[src/hw/rtl/efp_pkg.sv]
// Package for the escaped frame target report parser.
// Holds the framing constants, the parser mode type and the CRC-8 step function.
// No dependencies.
package efp_pkg;

	localparam int CAPACITY = 64;
	localparam int LEN_W    = 7;
	localparam int KEEP     = 10;
	localparam int IDX_W    = $clog2(KEEP);
	localparam int CNT_W    = 32;

	localparam logic [7:0] BYTE_HDR    = 8'hFF;
	localparam logic [7:0] BYTE_TAIL   = 8'hFE;
	localparam logic [7:0] BYTE_ESC    = 8'h7D;
	localparam logic [7:0] ESC_HDR     = 8'h5F;
	localparam logic [7:0] ESC_TAIL    = 8'h5E;
	localparam logic [7:0] ESC_ESC     = 8'h5D;
	localparam logic [7:0] FRM_VERSION = 8'h01;
	localparam logic [7:0] FRM_COMMAND = 8'h01;
	localparam logic [7:0] FRM_PAYLEN  = 8'd6;
	localparam logic [7:0] CRC_POLY    = 8'h07;

	localparam logic [LEN_W-1:0] CAP_LEN  = LEN_W'(CAPACITY);
	localparam logic [LEN_W-1:0] KEEP_LEN = LEN_W'(KEEP);
	localparam logic [LEN_W-1:0] CRC_LEN  = LEN_W'(KEEP - 1);

	typedef enum logic [2:0] {
		MODE_HUNT = 3'b001,
		MODE_RECV = 3'b010,
		MODE_ESC  = 3'b100
	} mode_t;

	function automatic logic [7:0] crc8_step(input logic [7:0] crc, input logic [7:0] b);
		logic [7:0] c;
		c = crc ^ b;
		for (int k = 0; k < 8; k++) begin
			if (c[7]) begin
				c = {c[6:0], 1'b0} ^ CRC_POLY;
			end else begin
				c = {c[6:0], 1'b0};
			end
		end
		return c;
	endfunction

endpackage

[src/hw/rtl/efp_byte_if.sv]
// Valid/ready channel carrying one received serial byte per transaction.
// Depends on efp_pkg.
interface efp_byte_if import efp_pkg::*; ();
	logic       valid;
	logic       ready;
	logic [7:0] rx_byte;

	modport source (output valid, output rx_byte, input ready);
	modport sink (input valid, input rx_byte, output ready);
endinterface

[src/hw/rtl/efp_report_if.sv]
// Valid/ready channel carrying one target report per transaction.
// Depends on efp_pkg.
interface efp_report_if import efp_pkg::*; ();
	logic                    valid;
	logic                    ready;
	logic                    target_flag;
	logic                    switch_ack_flag;
	logic [7:0]              ack_id;
	logic signed [15:0]      offset_x;
	logic signed [15:0]      offset_y;
	logic [CNT_W-1:0]        report_number;

	modport source (output valid, output target_flag, output switch_ack_flag, output ack_id,
		output offset_x, output offset_y, output report_number, input ready);
	modport sink (input valid, input target_flag, input switch_ack_flag, input ack_id,
		input offset_x, input offset_y, input report_number, output ready);
endinterface

[src/hw/rtl/escaped_frame_target_report_parser.sv]
// Top level: byte-stuffed frame parser with CRC-8 check, emits target reports.
// Depends on efp_pkg, efp_byte_if, efp_report_if.
//
//   channel   dir   payload                                            per transaction
//   rx        in    rx_byte                                            one raw byte
//   report    out   target_flag switch_ack_flag ack_id offset_x/y ...  one accepted frame
//
// One byte per cycle while no report stalls: input register, one parse step
// (CRC-8 per byte), result register; a byte is parsed once that register is free.
// arst_n clears the parser mode, frame length, report count and valid flags.
// A stalled report holds the parse stage; the input register still takes one more byte.
module escaped_frame_target_report_parser import efp_pkg::*; (
	input  logic                clk,
	input  logic                arst_n,
	efp_byte_if.sink            rx,
	efp_report_if.source        report
);

	logic             valid_s1;
	logic [7:0]       byte_s1;
	logic             advance;
	logic             out_free;

	mode_t            mode_q, mode_d;
	logic [LEN_W-1:0] len_q, len_d;
	logic [7:0]       crc_q;
	logic [7:0]       frame_q [KEEP];
	logic [CNT_W-1:0] count_q;

	logic             add_en;
	logic [7:0]       add_val;
	logic             tail;
	logic             store_en;
	logic             res_ok;

	logic             out_valid_q;
	logic             tgt_q, ack_q;
	logic [7:0]       ack_id_q;
	logic [15:0]      off_x_q, off_y_q;
	logic [CNT_W-1:0] num_q;

	assign out_free = !out_valid_q || report.ready;
	assign advance  = valid_s1 && out_free;
	assign rx.ready = !valid_s1 || advance;

	always_ff @(posedge clk or negedge arst_n) begin
		if (!arst_n) begin
			valid_s1 <= 1'b0;
		end else if (rx.valid && rx.ready) begin
			valid_s1 <= 1'b1;
		end else if (advance) begin
			valid_s1 <= 1'b0;
		end
	end

	always_ff @(posedge clk) begin
		if (rx.valid && rx.ready) begin
			byte_s1 <= rx.rx_byte;
		end
	end

	always_comb begin
		mode_d  = mode_q;
		len_d   = len_q;
		add_en  = 1'b0;
		add_val = byte_s1;
		tail    = 1'b0;
		unique case (mode_q)
			MODE_HUNT: begin
				if (byte_s1 == BYTE_HDR) begin
					len_d  = '0;
					mode_d = MODE_RECV;
				end
			end
			MODE_ESC: begin
				if (byte_s1 == ESC_HDR) begin
					add_en  = 1'b1;
					add_val = BYTE_HDR;
				end else if (byte_s1 == ESC_TAIL) begin
					add_en  = 1'b1;
					add_val = BYTE_TAIL;
				end else if (byte_s1 == ESC_ESC) begin
					add_en  = 1'b1;
					add_val = BYTE_ESC;
				end else begin
					mode_d = MODE_HUNT;
					len_d  = '0;
				end
			end
			MODE_RECV: begin
				if (byte_s1 == BYTE_ESC) begin
					mode_d = MODE_ESC;
				end else if (byte_s1 == BYTE_TAIL) begin
					tail   = 1'b1;
					mode_d = MODE_HUNT;
					len_d  = '0;
				end else if (byte_s1 == BYTE_HDR) begin
					len_d = '0;
				end else begin
					add_en = 1'b1;
				end
			end
			default: begin
				mode_d = MODE_HUNT;
				len_d  = '0;
			end
		endcase
		if (add_en) begin
			if (len_q < CAP_LEN) begin
				len_d  = len_q + LEN_W'(1);
				mode_d = MODE_RECV;
			end else begin
				mode_d = MODE_HUNT;
				len_d  = '0;
			end
		end
	end

	assign store_en = add_en && (len_q < CAP_LEN) && (len_q < KEEP_LEN);

	assign res_ok = tail && (len_q == KEEP_LEN)
		&& (frame_q[0] == FRM_VERSION) && (frame_q[1] == FRM_COMMAND)
		&& (frame_q[2] == FRM_PAYLEN) && (crc_q == frame_q[KEEP-1])
		&& (frame_q[3][7:2] == 6'd0);

	always_ff @(posedge clk or negedge arst_n) begin
		if (!arst_n) begin
			mode_q  <= MODE_HUNT;
			len_q   <= '0;
			count_q <= '0;
		end else if (advance) begin
			mode_q <= mode_d;
			len_q  <= len_d;
			if (res_ok) begin
				count_q <= count_q + CNT_W'(1);
			end
		end
	end

	// frame bytes and running CRC over the first nine; first byte restarts the CRC
	always_ff @(posedge clk) begin
		if (advance && store_en) begin
			frame_q[len_q[IDX_W-1:0]] <= add_val;
			if (len_q < CRC_LEN) begin
				crc_q <= crc8_step((len_q == '0) ? 8'h00 : crc_q, add_val);
			end
		end
	end

	always_ff @(posedge clk or negedge arst_n) begin
		if (!arst_n) begin
			out_valid_q <= 1'b0;
		end else if (advance) begin
			out_valid_q <= res_ok;
		end else if (report.ready) begin
			out_valid_q <= 1'b0;
		end
	end

	always_ff @(posedge clk) begin
		if (advance && res_ok) begin
			tgt_q    <= frame_q[3][0];
			ack_q    <= frame_q[3][1];
			ack_id_q <= frame_q[3][1] ? frame_q[8] : 8'h00;
			off_x_q  <= frame_q[3][0] ? {frame_q[5], frame_q[4]} : 16'h0000;
			off_y_q  <= frame_q[3][0] ? {frame_q[7], frame_q[6]} : 16'h0000;
			num_q    <= count_q + CNT_W'(1);
		end
	end

	assign report.valid           = out_valid_q;
	assign report.target_flag     = tgt_q;
	assign report.switch_ack_flag = ack_q;
	assign report.ack_id          = ack_id_q;
	assign report.offset_x        = off_x_q;
	assign report.offset_y        = off_y_q;
	assign report.report_number   = num_q;

endmodule

[src/flat_wrapper.sv]
// flat-port wrapper written by rule: the top's interface ports become plain ports
module escaped_frame_target_report_parser_flat import efp_pkg::*;
  (clk, arst_n, rx_valid, rx_rx_byte, rx_ready, report_valid, report_target_flag, report_switch_ack_flag, report_ack_id, report_offset_x, report_offset_y, report_report_number, report_ready);
  efp_byte_if rx_i ();
  efp_report_if report_i ();
  input  logic clk;
  input  logic arst_n;
  input wire logic [$bits(rx_i.valid)-1:0] rx_valid;
  input wire logic [$bits(rx_i.rx_byte)-1:0] rx_rx_byte;
  output wire logic [$bits(rx_i.ready)-1:0] rx_ready;
  output wire logic [$bits(report_i.valid)-1:0] report_valid;
  output wire logic [$bits(report_i.target_flag)-1:0] report_target_flag;
  output wire logic [$bits(report_i.switch_ack_flag)-1:0] report_switch_ack_flag;
  output wire logic [$bits(report_i.ack_id)-1:0] report_ack_id;
  output wire logic [$bits(report_i.offset_x)-1:0] report_offset_x;
  output wire logic [$bits(report_i.offset_y)-1:0] report_offset_y;
  output wire logic [$bits(report_i.report_number)-1:0] report_report_number;
  input wire logic [$bits(report_i.ready)-1:0] report_ready;
  assign rx_i.valid = rx_valid;
  assign rx_i.rx_byte = rx_rx_byte;
  assign rx_ready = rx_i.ready;
  assign report_valid = report_i.valid;
  assign report_target_flag = report_i.target_flag;
  assign report_switch_ack_flag = report_i.switch_ack_flag;
  assign report_ack_id = report_i.ack_id;
  assign report_offset_x = report_i.offset_x;
  assign report_offset_y = report_i.offset_y;
  assign report_report_number = report_i.report_number;
  assign report_i.ready = report_ready;
  escaped_frame_target_report_parser u_core (.clk(clk), .arst_n(arst_n), .rx(rx_i), .report(report_i));
endmodule
[config.mk]
export PLATFORM = sky130hd
export DESIGN_NAME = escaped_frame_target_report_parser_flat
export DESIGN_NICKNAME = d
export VERILOG_FILES = /design/src/hw/rtl/efp_pkg.sv /design/src/hw/rtl/efp_byte_if.sv /design/src/hw/rtl/efp_report_if.sv /design/src/hw/rtl/escaped_frame_target_report_parser.sv /design/src/flat_wrapper.sv
export SDC_FILE = /design/constraint.sdc
export NUM_CORES = 1
export LEC_CHECK = 0
export BUFFER_PORTS_ARGS = -buffer_cell sky130_fd_sc_hd__buf_2
export CAP_MARGIN = 20
export CORE_ASPECT_RATIO = 1.75
export CORE_MARGIN = 10
export CORE_UTILIZATION = 45
export CTS_CLUSTER_DIAMETER = 50
export DETAILED_ROUTE_END_ITERATION = 12
export GPL_TIMING_DRIVEN = 0
export PLACE_DENSITY = 0.74
export SETUP_SLACK_MARGIN = 0.2
export SYNTH_ARGS = -nofsm -noshare
export SYNTH_HDL_FRONTEND = slang
export SYNTH_SLANG_ARGS = --single-unit
export TNS_END_PERCENT = 50
[constraint.sdc]
create_clock -name clk -period 20.5 [get_ports clk]
set_input_delay 5.125 -clock clk [delete_from_list [all_inputs] [get_ports clk]]
set_output_delay 5.125 -clock clk [all_outputs]
set_load 0.05 [all_outputs]
==> run_results.csv <==
group,metric,value,unit
floorplanning,ios,88,
place,pre_cts_ws,9.74,ns
sta,final.min_clock_period,10.76,ns
clock_network,ctsResizeCount,0,
clock_network,root_buffer,"clkbuf_16",
synth,syn_nets,606,
clock_network,clock_path_buffers,3,
place,dp.cells,925,
sta,final_max_slew_viol_count,0,
min_path,hold_start,"u_core.count_q[31]$_DFFE_PN0P_",
place,hpwl,11.1,mm
critical_path,critPathArrivalTime,5.64,ns
floorplanning,core,19100,um^2
global_route,grt_pass1_wl,24.9,mm
routing,avgViaCountPerCell,4.95,
floorplanning,start_util,0.457,
place,place_congestion,0.849,
cells_and_area,nets,722,
clock_network,holdBufCountCts,0,
sta,setup_ws,9.74,ns
routing,drc,0,
pwr,power_leakage,3.86,nW
routing,wire_per_inst,16.2,um
critical_path,crit_path_max_fanout,3,
synth,avgSynthCellArea,14.8,um^2
synth,ys.flop_type,"edfxtp_1",
critical_path,cp.required,15.38,ns
critical_path,r2r-end,"u_core.count_q[14]$_DFFE_PN0P_",
clock_network,cts_setup_buffers,0,
synth,ys_seq_elements,214,
synth,yosysWarningCount,0,
cells_and_area,final_common_cell,"edfxtp_1",
critical_path,r2r_slack,16.75,ns
synth,synth_cells,589,
global_route,overflow,0,
clock_network,tritoncts,"done",
pwr,vdd.ir_drop.worst,0.0518,mV
floorplanning,die_w,125,um
critical_path,r2r_start,"u_core.byte_s1[3]$_DFFE_PP_",
synth,synthArstFlopShare,0.206,
clock_network,clk_pin_slew,0.06,ns
sta,rsz0062_at_grt,"no",
synth,synth_cell_types,45,
clock_network,cts-htree-levels,1,
synth,synthesis.area,8730,um^2
sta,finalHoldViolations,0,
global_route,grt_use_total,0.117,
clock_network,cts_made_buffers,18,
cells_and_area,antenna_cells,0,
sta,tns,0,ns
global_route,antenna_found_initial,0,
cells_and_area,area.growth.synth_to_final,16.1,%
routing,drtIter0Drc,241,
status,outcome,"finished clean",
sta,tightest_slew,0.924,ns
sta,setup_viol,0,
sta,clock_skew,0.0152,ns
routing,vias,4741,
critical_path,r2r_cells,13,
floorplanning,rows,67,
synth,seq_area_frac_synth,0.711,
routing,drtPass1Iterations,4,
min_path,min_path_cells,1,
sta,finalCritPeriodShare,0.525,
clock_network,insertion_delay,0.48,ns
cells_and_area,layout_common_cells,"170 x edfxtp_1, 90 x buf_2, 69 x xnor2_1",
global_route,grt_pass1_vias,4959,
pwr,power,0.876,mW
sta,slew_headroom,0.379,
cells_and_area,drive_above_1_share,0.207,
critical_path,startpoint_type,"primary input",
run,max_cap_viol_count,0,
critical_path,worstSetupPathType,"primary input to output pin",
min_path,min_to,"u_core.count_q[31]$_DFFE_PN0P_",
synth,synth_edf_count,170,
place,io_buffers,87,
routing,drtAntennaViolNets,0,
min_path,min_path_type,"register to register",
critical_path,endpoint_kind,"output pin",
sta,fmax,92.9,MHz
floorplanning,dieArea,25600,um^2
cells_and_area,utilization,0.530,
routing,postRouteWirelength,15.5,mm
clock_network,cts_sinks,214,
pwr,power_density,86.5,nW/um^2
floorplanning,die_h,204,um
cells_and_area,finalNonFillerCells,957,
global_route,grt_max_degree,45,
-- layout make-up --
cell class / instances / area, um^2
Buffer: 24 / 154
Clock buffer: 21 / 483
Clock inverter: 10 / 98.8
Fill cell: 1598 / 8980
Inverter: 6 / 22.5
Multi-Input combinational cell: 345 / 2350
Sequential cell: 214 / 6210
Tap cell: 241 / 302
Timing Repair Buffer: 96 / 519
-- metal layers --
layer | up-vias | GRT usage | share of wire
met5 | - | 0 | 0
li1 | 2320 | - | -
met4 | 0 | 0.0409 | 0.021
met2 | 103 | 0.225 | 0.55
met3 | 21 | 0.0190 | 0.041
met1 | 2297 | 0.125 | 0.39
-- flip-flops by register name, summed over array words and instances, names as in the netlist --
register	count
u_core.byte_s1	8
u_core.count_q	32
u_core.crc_q	8
u_core.frame_q	80
u_core.len_q	7
u_core.mode_q	3
u_core.report.ack_id	8
u_core.report.offset_x	16
u_core.report.offset_y	16
u_core.report.report_number	32
u_core.report.switch_ack_flag	1
u_core.report.target_flag	1
u_core.report.valid	1
u_core.valid_s1	1
-- logic make-up (layout without fill, tap and decap cells) --
kind of cell,after synthesis,in the layout,synth area share
AND/OR/NAND/NOR,216,216,0.139
multiplexers,4,4,0.00516
adder cells (fa/ha/maj),5,5,0.00717
AO/OA/AOI/OAI,18,18,0.0148
XOR/XNOR,102,102,0.102
flip-flops,214,214,0.711
buffers and inverters,30,157,0.0202
-- per-stage QoR --
stage / cell area (um^2) / hold WS, ns
after floorplan: 8730 / 0.466
final: 10100 / 0.494
after global routing: 10100 / 0.521
after detailed placement: 9540 / 0.485
after CTS: 10100 / 0.498
after global placement: 9470 / 0.482
-- power breakdown --
part | switching [mW] | leakage, nW | internal, mW
Combinational | 0.0325 | 1.35 | 0.0243
Sequential | 0.00656 | 2.22 | 0.477
Clock | 0.142 | 0.287 | 0.194
-- synthesized netlist by cell type (all sizes together) (2+ instances only) --
cell type	number	area, um^2
edfxtp	170	5100
nand3	23	115
and2	52	325
inv	6	22.5
buf	8	63.8
nand2	56	210
nor4	10	98.8
and3	10	65.1
o21ai	4	20.0
xnor2	69	604
ha	5	62.6
or3	6	37.5
nand4	12	75.1
xor2	33	289
nor4b	5	43.8
clkbuf	16	90.1
o211ai	4	35.0
or2	3	18.8
nor3b	6	45.0
mux2	4	45.0
nand2b	4	25.0
a21oi	4	20.0
dfrtp	43	1080
nor4bb	2	20.0
nor3	6	30.0
nor2	16	60.1
-- worst max path at each step --
stage                      start                        endpoint  slack (ns)
CTS                 report_ready                        rx_ready        9.74
detailed placement  report_ready                        rx_ready        9.74
global placement    report_ready  u_core.count_q[14]$_DFFE_PN0P_        4.09
floorplan           report_ready  u_core.count_q[14]$_DFFE_PN0P_        6.66
global route        report_ready                        rx_ready        9.73
finish              report_ready                        rx_ready        9.74
-- critical path, cell delays in order --
cell      delay, ns
buf_2          0.10
nand3b_1       0.18
buf_2          0.23
Note: power is estimated with default switching activity, not from simulation.
